[config.mk]
export PLATFORM = sky130hd
export DESIGN_NAME = biquad_iir_filter_top
export DESIGN_NICKNAME = d
export VERILOG_FILES = /design/src/rtl/bqf_pkg.sv /design/src/rtl/biquad_iir_filter_top.sv
export SDC_FILE = /design/constraint.sdc
export NUM_CORES = 2
export LEC_CHECK = 0
export ABC_AREA = 1
export ABC_CLOCK_PERIOD_IN_PS = 7800
export BUFFER_PORTS_ARGS = -buffer_cell sky130_fd_sc_hd__clkbuf_2
export CAP_MARGIN = 0
export CORE_MARGIN = 4
export CORE_UTILIZATION = 30
export CTS_CLUSTER_SIZE = 30
export DETAILED_ROUTE_END_ITERATION = 12
export PLACE_DENSITY = 0.54
export SYNTH_ARGS = -nofsm -noshare
export SYNTH_HDL_FRONTEND = slang
export SYNTH_SLANG_ARGS = --single-unit
[constraint.sdc]
create_clock -name clock -period 7.8 [get_ports clock]
set_input_delay 0.78 -clock clock [delete_from_list [all_inputs] [get_ports clock]]
set_output_delay 0.78 -clock clock [all_outputs]
set_load 0.02 [all_outputs]
[src/rtl/bqf_pkg.sv]
// Shared constants, register indexes and sequencer step codes of the biquad filter.
package bqf_pkg;

   localparam int SAMPLE_WIDTH    = 16;
   localparam int COEF_WIDTH      = 16;
   localparam int COEF_FRAC_BITS  = 14;
   localparam int HIST_WIDTH      = SAMPLE_WIDTH + 8;
   localparam int PROD_WIDTH      = COEF_WIDTH + HIST_WIDTH;
   localparam int ACC_WIDTH       = PROD_WIDTH + 2;
   localparam int Y_WIDTH         = ACC_WIDTH - COEF_FRAC_BITS;
   localparam int NUM_REGS        = 6;
   localparam int CSR_INDEX_WIDTH = 3;

   typedef logic [CSR_INDEX_WIDTH-1:0] csr_index_type;

   localparam csr_index_type REG_FF_COEF0 = csr_index_type'(0);
   localparam csr_index_type REG_FF_COEF1 = csr_index_type'(1);
   localparam csr_index_type REG_FF_COEF2 = csr_index_type'(2);
   localparam csr_index_type REG_OUT_GAIN = csr_index_type'(3);
   localparam csr_index_type REG_FB_COEF1 = csr_index_type'(4);
   localparam csr_index_type REG_FB_COEF2 = csr_index_type'(5);

   typedef logic signed [COEF_WIDTH-1:0] coef_type;

   localparam coef_type RST_FF_COEF0 = coef_type'(15075);
   localparam coef_type RST_FF_COEF1 = coef_type'(-30148);
   localparam coef_type RST_FF_COEF2 = coef_type'(15075);
   localparam coef_type RST_OUT_GAIN = coef_type'(16384);
   localparam coef_type RST_FB_COEF1 = coef_type'(-30043);
   localparam coef_type RST_FB_COEF2 = coef_type'(13869);

   typedef logic [2:0] step_type;

   localparam step_type STEP_FF0  = step_type'(0);
   localparam step_type STEP_FF1  = step_type'(1);
   localparam step_type STEP_FF2  = step_type'(2);
   localparam step_type STEP_FB1  = step_type'(3);
   localparam step_type STEP_FB2  = step_type'(4);
   localparam step_type STEP_GAIN = step_type'(5);
   localparam step_type STEP_LAST = step_type'(6);

endpackage

[src/rtl/biquad_iir_filter_top.sv]
// Top level of the biquad filter: one direct form 1 section on a shared multiplier.
//
// Usage: samples arrive on the req_ stream, one per transfer. req_tuser is the
// command (low filters the sample in req_tdata, high clears all histories) and
// req_tlast marks the last sample of a buffer. Each accepted sample yields
// exactly one transfer on the rsp_ stream: the filtered sample in rsp_tdata,
// the clipping flag in rsp_tuser and the copied buffer marker in rsp_tlast.
// Coefficients are written on the csr_ port, by index. The user must write them
// only while the block is idle; the block itself does not enforce this. A filter
// sample passes seven sequencer steps through the single 16 by 24 bit multiplier
// and its accumulator, then the final step for rounding, clipping and history
// update. A clear goes from idle straight to the final step. One sample is in
// work at a time: a new sample is accepted only once the block is back in idle.
// Reset loads the default high-pass coefficients, zeroes the histories and
// clears the result valid flag. If the receiver stalls, the result is held and
// the block accepts a new sample; that sample completes its arithmetic and then
// waits in the final step until the held result has been transferred.
module biquad_iir_filter_top (
   input  logic                                     clock,
   input  logic                                     reset,
   input  logic                                     req_tvalid,
   output logic                                     req_tready,
   input  logic signed [bqf_pkg::SAMPLE_WIDTH-1:0]  req_tdata,  // sample_in
   input  logic                                     req_tuser,  // cmd
   input  logic                                     req_tlast,  // block_end
   output logic                                     rsp_tvalid,
   input  logic                                     rsp_tready,
   output logic signed [bqf_pkg::SAMPLE_WIDTH-1:0]  rsp_tdata,  // sample_out
   output logic                                     rsp_tuser,  // saturated
   output logic                                     rsp_tlast,  // block_end_out
   input  logic                                     csr_valid,
   output logic                                     csr_ready,
   input  bqf_pkg::csr_index_type                   csr_index,
   input  bqf_pkg::coef_type                        csr_data
);

   localparam int SW = bqf_pkg::SAMPLE_WIDTH;
   localparam int HW = bqf_pkg::HIST_WIDTH;
   localparam int PW = bqf_pkg::PROD_WIDTH;
   localparam int AW = bqf_pkg::ACC_WIDTH;
   localparam int YW = bqf_pkg::Y_WIDTH;
   localparam int FB = bqf_pkg::COEF_FRAC_BITS;
   localparam logic signed [AW-1:0] ROUND_HALF = AW'(1) << (FB - 1);

   typedef enum logic [1:0] {ST_IDLE, ST_BUSY, ST_FINISH} state_type;

   state_type                   state_ff, state_in;
   bqf_pkg::step_type           step_ff, step_in;
   bqf_pkg::coef_type           ff_coef0_ff, ff_coef0_in;
   bqf_pkg::coef_type           ff_coef1_ff, ff_coef1_in;
   bqf_pkg::coef_type           ff_coef2_ff, ff_coef2_in;
   bqf_pkg::coef_type           out_gain_ff, out_gain_in;
   bqf_pkg::coef_type           fb_coef1_ff, fb_coef1_in;
   bqf_pkg::coef_type           fb_coef2_ff, fb_coef2_in;
   logic signed [SW-1:0]        x_ff, x_in;
   logic                        cmd_ff, cmd_in;
   logic                        last_ff, last_in;
   logic signed [SW-1:0]        x_hist1_ff, x_hist1_in;
   logic signed [SW-1:0]        x_hist2_ff, x_hist2_in;
   logic signed [HW-1:0]        y_hist1_ff, y_hist1_in;
   logic signed [HW-1:0]        y_hist2_ff, y_hist2_in;
   logic signed [HW-1:0]        center_ff, center_in;
   logic signed [PW-1:0]        prod_ff, prod_in;
   logic signed [AW-1:0]        acc_ff, acc_in;
   logic                        rsp_tvalid_ff, rsp_tvalid_in;
   logic signed [SW-1:0]        rsp_tdata_ff, rsp_tdata_in;
   logic                        rsp_tuser_ff, rsp_tuser_in;
   logic                        rsp_tlast_ff, rsp_tlast_in;

   bqf_pkg::coef_type           mul_a;
   logic signed [HW-1:0]        mul_b;
   logic signed [AW-1:0]        prod_ext;
   logic signed [AW-1:0]        acc_rnd;
   logic signed [YW-1:0]        y_val;
   logic                        hist_ok;
   logic                        samp_ok;
   logic signed [HW-1:0]        y_hist_clip;
   logic signed [SW-1:0]        y_out_clip;
   logic                        out_free;

   assign req_tready = (state_ff == ST_IDLE);
   assign csr_ready  = 1'b1;
   assign rsp_tvalid = rsp_tvalid_ff;
   assign rsp_tdata  = rsp_tdata_ff;
   assign rsp_tuser  = rsp_tuser_ff;
   assign rsp_tlast  = rsp_tlast_ff;
   assign out_free   = !rsp_tvalid_ff || rsp_tready;

   assign prod_ext = AW'(prod_ff);
   assign acc_rnd  = acc_ff + ROUND_HALF;
   assign y_val    = acc_rnd[AW-1:FB];
   assign hist_ok  = (&y_val[YW-1:HW-1]) || !(|y_val[YW-1:HW-1]);
   assign samp_ok  = (&y_val[YW-1:SW-1]) || !(|y_val[YW-1:SW-1]);

   always_comb begin
      if (hist_ok) begin
         y_hist_clip = y_val[HW-1:0];
      end else if (y_val[YW-1]) begin
         y_hist_clip = {1'b1, {(HW-1){1'b0}}};
      end else begin
         y_hist_clip = {1'b0, {(HW-1){1'b1}}};
      end
      if (samp_ok) begin
         y_out_clip = y_val[SW-1:0];
      end else if (y_val[YW-1]) begin
         y_out_clip = {1'b1, {(SW-1){1'b0}}};
      end else begin
         y_out_clip = {1'b0, {(SW-1){1'b1}}};
      end
   end

   always_comb begin
      case (step_ff)
         bqf_pkg::STEP_FF0: begin
            mul_a = ff_coef0_ff;
            mul_b = HW'(x_ff);
         end
         bqf_pkg::STEP_FF1: begin
            mul_a = ff_coef1_ff;
            mul_b = HW'(x_hist1_ff);
         end
         bqf_pkg::STEP_FF2: begin
            mul_a = ff_coef2_ff;
            mul_b = HW'(x_hist2_ff);
         end
         bqf_pkg::STEP_FB1: begin
            mul_a = fb_coef1_ff;
            mul_b = y_hist1_ff;
         end
         bqf_pkg::STEP_FB2: begin
            mul_a = fb_coef2_ff;
            mul_b = y_hist2_ff;
         end
         bqf_pkg::STEP_GAIN: begin
            mul_a = out_gain_ff;
            mul_b = center_ff;
         end
         default: begin
            mul_a = ff_coef0_ff;
            mul_b = HW'(x_ff);
         end
      endcase
   end

   always_comb begin
      state_in      = state_ff;
      step_in       = step_ff;
      ff_coef0_in   = ff_coef0_ff;
      ff_coef1_in   = ff_coef1_ff;
      ff_coef2_in   = ff_coef2_ff;
      out_gain_in   = out_gain_ff;
      fb_coef1_in   = fb_coef1_ff;
      fb_coef2_in   = fb_coef2_ff;
      x_in          = x_ff;
      cmd_in        = cmd_ff;
      last_in       = last_ff;
      x_hist1_in    = x_hist1_ff;
      x_hist2_in    = x_hist2_ff;
      y_hist1_in    = y_hist1_ff;
      y_hist2_in    = y_hist2_ff;
      center_in     = center_ff;
      prod_in       = prod_ff;
      acc_in        = acc_ff;
      rsp_tvalid_in = rsp_tvalid_ff && !rsp_tready;
      rsp_tdata_in  = rsp_tdata_ff;
      rsp_tuser_in  = rsp_tuser_ff;
      rsp_tlast_in  = rsp_tlast_ff;

      if (csr_valid) begin
         unique case (csr_index)
            bqf_pkg::REG_FF_COEF0: ff_coef0_in = csr_data;
            bqf_pkg::REG_FF_COEF1: ff_coef1_in = csr_data;
            bqf_pkg::REG_FF_COEF2: ff_coef2_in = csr_data;
            bqf_pkg::REG_OUT_GAIN: out_gain_in = csr_data;
            bqf_pkg::REG_FB_COEF1: fb_coef1_in = csr_data;
            bqf_pkg::REG_FB_COEF2: fb_coef2_in = csr_data;
            default: ;
         endcase
      end

      unique case (state_ff)
         ST_IDLE: begin
            if (req_tvalid) begin
               x_in     = req_tdata;
               cmd_in   = req_tuser;
               last_in  = req_tlast;
               step_in  = bqf_pkg::STEP_FF0;
               state_in = req_tuser ? ST_FINISH : ST_BUSY;
            end
         end
         ST_BUSY: begin
            prod_in = mul_a * mul_b;
            case (step_ff)
               bqf_pkg::STEP_FF1: acc_in = prod_ext;
               bqf_pkg::STEP_FF2,
               bqf_pkg::STEP_FB1,
               bqf_pkg::STEP_LAST: acc_in = acc_ff + prod_ext;
               bqf_pkg::STEP_FB2: begin
                  center_in = acc_rnd[FB +: HW];
                  acc_in    = -prod_ext;
               end
               bqf_pkg::STEP_GAIN: acc_in = acc_ff - prod_ext;
               default: ;
            endcase
            step_in = step_ff + bqf_pkg::step_type'(1);
            if (step_ff == bqf_pkg::STEP_LAST) begin
               state_in = ST_FINISH;
            end
         end
         ST_FINISH: begin
            if (out_free) begin
               rsp_tvalid_in = 1'b1;
               rsp_tlast_in  = last_ff;
               state_in      = ST_IDLE;
               if (cmd_ff) begin
                  rsp_tdata_in = '0;
                  rsp_tuser_in = 1'b0;
                  x_hist1_in   = '0;
                  x_hist2_in   = '0;
                  y_hist1_in   = '0;
                  y_hist2_in   = '0;
               end else begin
                  rsp_tdata_in = y_out_clip;
                  rsp_tuser_in = !(hist_ok && samp_ok);
                  x_hist1_in   = x_ff;
                  x_hist2_in   = x_hist1_ff;
                  y_hist1_in   = y_hist_clip;
                  y_hist2_in   = y_hist1_ff;
               end
            end
         end
         default: state_in = ST_IDLE;
      endcase
   end

   always_ff @(posedge clock) begin
      if (reset) begin
         state_ff      <= ST_IDLE;
         step_ff       <= bqf_pkg::STEP_FF0;
         ff_coef0_ff   <= bqf_pkg::RST_FF_COEF0;
         ff_coef1_ff   <= bqf_pkg::RST_FF_COEF1;
         ff_coef2_ff   <= bqf_pkg::RST_FF_COEF2;
         out_gain_ff   <= bqf_pkg::RST_OUT_GAIN;
         fb_coef1_ff   <= bqf_pkg::RST_FB_COEF1;
         fb_coef2_ff   <= bqf_pkg::RST_FB_COEF2;
         x_hist1_ff    <= '0;
         x_hist2_ff    <= '0;
         y_hist1_ff    <= '0;
         y_hist2_ff    <= '0;
         rsp_tvalid_ff <= 1'b0;
      end else begin
         state_ff      <= state_in;
         step_ff       <= step_in;
         ff_coef0_ff   <= ff_coef0_in;
         ff_coef1_ff   <= ff_coef1_in;
         ff_coef2_ff   <= ff_coef2_in;
         out_gain_ff   <= out_gain_in;
         fb_coef1_ff   <= fb_coef1_in;
         fb_coef2_ff   <= fb_coef2_in;
         x_hist1_ff    <= x_hist1_in;
         x_hist2_ff    <= x_hist2_in;
         y_hist1_ff    <= y_hist1_in;
         y_hist2_ff    <= y_hist2_in;
         rsp_tvalid_ff <= rsp_tvalid_in;
      end
      x_ff         <= x_in;
      cmd_ff       <= cmd_in;
      last_ff      <= last_in;
      center_ff    <= center_in;
      prod_ff      <= prod_in;
      acc_ff       <= acc_in;
      rsp_tdata_ff <= rsp_tdata_in;
      rsp_tuser_ff <= rsp_tuser_in;
      rsp_tlast_ff <= rsp_tlast_in;
   end

   a_step_range: assert property (@(posedge clock) disable iff (reset)
      (state_ff == ST_BUSY) |-> (step_ff <= bqf_pkg::STEP_LAST))
      else $error("Sequencer step beyond the last multiply step.");

   a_clear_skips_mul: assert property (@(posedge clock) disable iff (reset)
      (req_tvalid && req_tready && req_tuser) |=> (state_ff == ST_FINISH))
      else $error("Clear command did not go straight to the final step.");

   a_finish_emits: assert property (@(posedge clock) disable iff (reset)
      (state_ff == ST_FINISH && out_free) |=> (rsp_tvalid_ff && state_ff == ST_IDLE))
      else $error("Final step did not load the result register.");

   a_clear_zeroes: assert property (@(posedge clock) disable iff (reset)
      (state_ff == ST_FINISH && out_free && cmd_ff) |=>
      (x_hist1_ff == '0 && y_hist1_ff == '0 && rsp_tdata_ff == '0 && !rsp_tuser_ff))
      else $error("Clear command left a history or the result non-zero.");

endmodule

Yosys cells after proc, flatten, opt, wreduce, memory -nomap -nowiden. Cells that the tools add are included.

Register bits after elaboration: 324. Input bits: 42. Output and inout bits: 21. Word-level logic and storage cells: 95.

$add $sub $neg: 5. $mul: 1. Equality and inequality tests: 16. Mux-type cells: 20. Reduce and logical (&&, ||, !) cells: 31.

Operators with widths (number): 42-bit case mux with 4 select lines (1); 24-bit case mux with 5 select lines (1); 24-bit 2-to-1 mux (4); 16-bit case mux with 5 select lines (1); 16-bit 2-to-1 mux (4); 42-bit by 15-bit adder with 42-bit output (second input constant) (1); 42-bit by 40-bit adder with 42-bit output (1); 40-bit negator with 42-bit output (1); 42-bit by 40-bit subtractor with 42-bit output (1); 16-bit by 24-bit multiplier with 40-bit output (1); 2-bit AND reduction (11); 3-bit equality test (second input constant) (5); 13-bit AND reduction (1); 13-bit OR reduction (1); 3-bit by 2-bit equality test with 1-bit output (second input constant) (4); 2-bit 2-to-1 mux (4); 3-bit by 1-bit equality test with 1-bit output (second input constant) (2); 2-bit inequality test (second input constant) (3); 2-bit case mux with 3 select lines (1); 3-bit case mux with 2 select lines (1); 1-bit zero test (5); 5-bit AND reduction (1); 5-bit OR reduction (1); 4-bit nonzero test (1); other kinds (12) (16).

Logic depth before layout (Yosys ltp).
Depth in word-level cells: 6. Mapped depth: 36. Mapped depth without buffers: 35.

Worst setup path before layout. No wires, ideal clock.

Kind: reg2reg. From: register step_ff[0]. To: register prod_ff[36] (data pin). Setup time: 0.261 ns. Arrival: 6.779 ns. Required time: 7.539 ns. Setup slack: 0.760 ns. Stages on the path, launching flop included: 27. Path buffers: 4. Period minus slack after synthesis: 7.040 ns. Cell sequence: dfxtp_1 ha_1 ha_1 buf_2 buf_1 clkbuf_1 nand2_1 nand3_1 o22ai_1 buf_2 nor2_1 inv_1 fa_1 inv_1 fa_1 fa_1 fa_1 fa_1 fa_1 ha_1 nand2_1 nor2_1 inv_1 nor4_1 o21ai_0 nand3_1 xor2_1.

Cells in the longest elaborated chain, start to end: 3. Elaborated cells on any way between the ends: 8. Classes of those cells: 1 x mul; 5 x eq/ne; 2 x mux.

RTL lines: start, declared (RTL line biquad_iir_filter_top.sv:48) `bqf_pkg::step_type step_ff, step_in;`; start signal, assigned (RTL line biquad_iir_filter_top.sv:239) `step_ff <= bqf_pkg::STEP_FF0;`; start signal, assigned (RTL line biquad_iir_filter_top.sv:253) `step_ff <= step_in;`; 3-bit equality test (tied with other cells) (RTL line biquad_iir_filter_top.sv:113) `case (step_ff)`; 16-bit case mux with 5 select lines or 24-bit case mux with 5 select lines (tied branches) (RTL line biquad_iir_filter_top.sv:113); 16-bit by 24-bit multiplier with 40-bit output (*) (RTL line biquad_iir_filter_top.sv:192) `prod_in = mul_a * mul_b;`; end signal, assigned (RTL line biquad_iir_filter_top.sv:270) `prod_ff <= prod_in;`; end, declared (RTL line biquad_iir_filter_top.sv:63) `logic signed [PW-1:0] prod_ff, prod_in;`.

Mark *: on every way between the ends. The rest lies on a longest branch, timed or not. A chain may end at the register's enable or synchronous reset.

Worst setup path in the final report.
From: register step_ff[1]. To: register prod_ff[36] (data pin).

The elaborated chain is that of the path after synthesis.

==> impl_metrics.py <==
metrics = {
    "clock_tree": {
        "tritoncts_num_sinks": 324,
        "clkLatencyLatePin_ns": 0.58,
        "h-tree-depth": 2,
        "cts.clk_slew.worst_paths_ns": 0.06,
        "tritoncts_clock_tree": "yes",
        "cts_root_buffer": "sky130_fd_sc_hd__clkbuf_16",
        "max-clock-path-buffers": 3,
        "tritoncts.num_buffers": 40,
    },
    "synthesis": {
        "synth_enable_flop_cells": 142,
        "most_repeated_cell_in_the_gate_level_netlist_after_synthesis": "sky130_fd_sc_hd__nand2_1",
        "dominantRegCellSynth": "sky130_fd_sc_hd__dfxtp_1",
        "synth_area_leader_cell": "sky130_fd_sc_hd__fa_1",
        "syn_inst": 4332,
        "synth_seq_area_share_pct": 24.25,
        "postSynthRegisterBits": 324,
        "synth.cells.most_frequent": "1023 x sky130_fd_sc_hd__nand2_1, 743 x sky130_fd_sc_hd__inv_1, 550 x sky130_fd_sc_hd__nor2_1, 375 x sky130_fd_sc_hd__fa_1, 262 x sky130_fd_sc_hd__a21oi_1",
        "synth_top_area_share_pct": 23.02,
        "syn_area_per_cell_um2": 7.528,
        "yosysWarnings": 0,
        "synthDistinctLibCells": 64,
        "synth-async-reset-ratio_pct": 0,
        "ys_top_cells_by_area": "sky130_fd_sc_hd__fa_1 23%, sky130_fd_sc_hd__edfxtp_1 13%, sky130_fd_sc_hd__nand2_1 12%, sky130_fd_sc_hd__dfxtp_1 11%, sky130_fd_sc_hd__inv_1 8.6%",
        "synthesis.nets": 4895,
        "area_of_the_mapped_netlist_um2": 32610,
    },
    "run": {
        "maxCapViolCount": 0,
    },
    "placement": {
        "dp_cells": 5813,
        "port_buffers": 61,
        "dp.final_hpwl_um": 90040,
        "gp_routability_congestion": 0.9489,
    },
    "floorplan": {
        "fp-row-count": 120,
        "fp.dieArea_um2": 114000,
        "floorplan.initialDensity_pct": 30.34,
        "die_width_um": 337.7,
        "height_of_the_chip_um": 337.7,
        "floorplan.core_area_um2": 107500,
        "pin_count": 63,
    },
    "routing": {
        "drt-wirelength-per-cell_um": 19.02,
        "route.antenna.remaining_nets": 0,
        "detail_route.iter0.violations": 2596,
        "drt_drc_violations_left": 0,
        "route.vias.total": 29270,
        "firstDrtPassIters": 6,
        "wl_um": 112400,
        "route.detailed.vias_per_inst": 4.951,
    },
    "critical_path": {
        "cp-start-kind": "flop",
        "arrival_ns": 7.80,
        "cp_slowest_cell": "sky130_fd_sc_hd__fa_1",
        "worst-path-max-fanout": 65,
        "timing.setup.critical_path_class": "flop to flop",
        "critical-path-top-delay-family": "adder cells",
        "crit_buf_inv": 8,
        "crit_required_ns": 8.12,
        "max_stage_delay_ns": 0.69,
        "worst_setup_path_end_kind": "flop",
        "critical-path-top-cell-by-count": "sky130_fd_sc_hd__fa_1",
    },
    "layout": {
        "insertedDiodeCount": 0,
        "fraction_of_final_layout_cells_with_drive_strength_greater_than_1_pct": 9.295,
        "layout-area-overhead-vs-synth_pct": 13.98,
        "final_net_count": 5040,
        "instances_no_fill": 5911,
    },
    "global_route": {
        "grt_first_pass_wirelength_um": 172500,
        "first_global_vias": 28650,
        "antenna_violations_before_repair": 0,
        "grt_start_max_net_pins": 99,
        "aggregate_global_routing_overflow": 0,
        "grt.total_usage_pct": 19.59,
    },
    "sta": {
        "finalHoldViolations": 0,
        "finalCritPeriodShare_pct": 95.90,
        "report.final.setup_viol": 0,
        "max_freq_mhz": 133.7,
        "relSlewSlack_pct": 36.96,
        "period_minus_slack_ns": 7.480,
        "rsz0062_at_grt": "false",
        "worst_slew_pin_slew_ns": 0.9456,
        "final_max_slew_viols": 0,
        "clock_skew_ns": 0.03722,
    },
    "outcome": {
        "run_status": "complete, no violations",
    },
    "min_path": {
        "min_path_type": "input port to flop",
    },
}
-- worst paths after layout --
check	startpoint	endpoint	slack [ns]	cells after the start
max	step_ff[1]$_SDFFE_PP0P_	prod_ff[36]$_DFFE_PP_	0.32	28
min	req_tdata[7]	x_ff[7]$_DFFE_PP_	0.37	1
max reg2reg	step_ff[1]$_SDFFE_PP0P_	prod_ff[36]$_DFFE_PP_	0.32	28
min reg2reg	last_ff$_DFFE_PP_	rsp_tlast$_DFFE_PP_	0.45	0
-- state kept, by name, indices dropped and copies added, names as in the netlist, 24 cells and up --
signal,flops
y_hist2_ff,24
y_hist1_ff,24
acc_ff,42
center_ff,24
prod_ff,40
-- metal layers --
metal	vias to the layer above	GRT usage (%)	routed length, um
met3	107	1.800	6673
met1	14340	28.14	51220
met4	0	4.175	2302
met2	934	32.11	52220
li1	13890	-	-
met5	-	0	0
-- cells in the final DEF, fill, tap and decap left out, types with 20 or more instances in the layout --
master	Yosys	layout
sky130_fd_sc_hd__clkbuf_16	0	41
sky130_fd_sc_hd__ha_1	146	142
sky130_fd_sc_hd__dfxtp_1	182	181
sky130_fd_sc_hd__nand2_1	1023	1019
sky130_fd_sc_hd__xor2_1	46	46
sky130_fd_sc_hd__nand4_1	36	36
sky130_fd_sc_hd__inv_1	743	737
sky130_fd_sc_hd__fa_1	375	374
sky130_fd_sc_hd__nand3_1	224	223
sky130_fd_sc_hd__xnor2_1	20	20
sky130_fd_sc_hd__edfxtp_1	142	142
sky130_fd_sc_hd__nor2_1	550	542
sky130_fd_sc_hd__buf_4	8	151
sky130_fd_sc_hd__inv_2	25	24
sky130_fd_sc_hd__clkbuf_2	0	60
sky130_fd_sc_hd__o21ai_0	210	204
sky130_fd_sc_hd__a21oi_1	262	257
-- worst reg2reg max path, delay by kind of cell (launching register included) --
kind	cells	cell delay (ns)
AO/OA/AOI/OAI	4	1.18
XOR/XNOR	1	0.16
adder cells (fa/ha/maj)	8	3.71
buffers and inverters	8	1.01
flip-flops	1	0.40
AND/OR/NAND/NOR	7	0.78
-- cell families (layout without fill, tap and decap cells) --
| family | Yosys count | count (layout) | synth area share, % |
|---|---|---|---|
| compound gates | 616 | 616 | 11.10 |
| xor+xnor | 66 | 66 | 1.773 |
| fa+ha+maj | 521 | 521 | 28.62 |
| buf+inv | 909 | 1085 | 10.77 |
| flops | 324 | 324 | 24.25 |
| mux | 2 | 2 | 0.06139 |
| other cells | 1 | 1 | 0.01150 |
| simple gates | 1893 | 1893 | 23.42 |
-- timing repair --
action | 4_1_cts | 5_1_grt
endpoints found under the setup margin | 3 | 23
hold buffers | 0 | 0
setup buffers | 0 | 22
gates cloned | 0 | 3
resized for setup | 1 | 52
pin swaps | 0 | 10
-- cell type report --
| cell class | count | area (um^2) |
|---|---|---|
| clock buffer | 51 | 1104 |
| clock inverter | 22 | 225.2 |
| fill | 11430 | 70330 |
| inverter | 777 | 2945 |
| multi-input combinational | 3099 | 21400 |
| sequential | 324 | 7909 |
| tap | 1403 | 1755 |
| timing repair buffer | 232 | 1813 |
| timing repair inverter | 3 | 20.02 |
-- stage by stage --
step           setup WS (ns)  hold WS, ns  utilization [%]  setup TNS [ns]  area, um^2
6_report              0.3198       0.3745            34.58               0       37170
3_3_place_gp         0.09786       0.4240            32.94               0       35410
4_1_cts              0.05670       0.3466            34.18               0       36750
2_1_floorplan         0.7604       0.4003                -               0       32610
5_1_grt              0.01138       0.3595            34.58               0       37170
3_5_place_dp        -0.04634       0.4166            32.94        -0.04666       35410
Power is left out: the tool's default activity adds up to more than one toggle a clock period on the data nets, which glitch-free logic cannot reach.
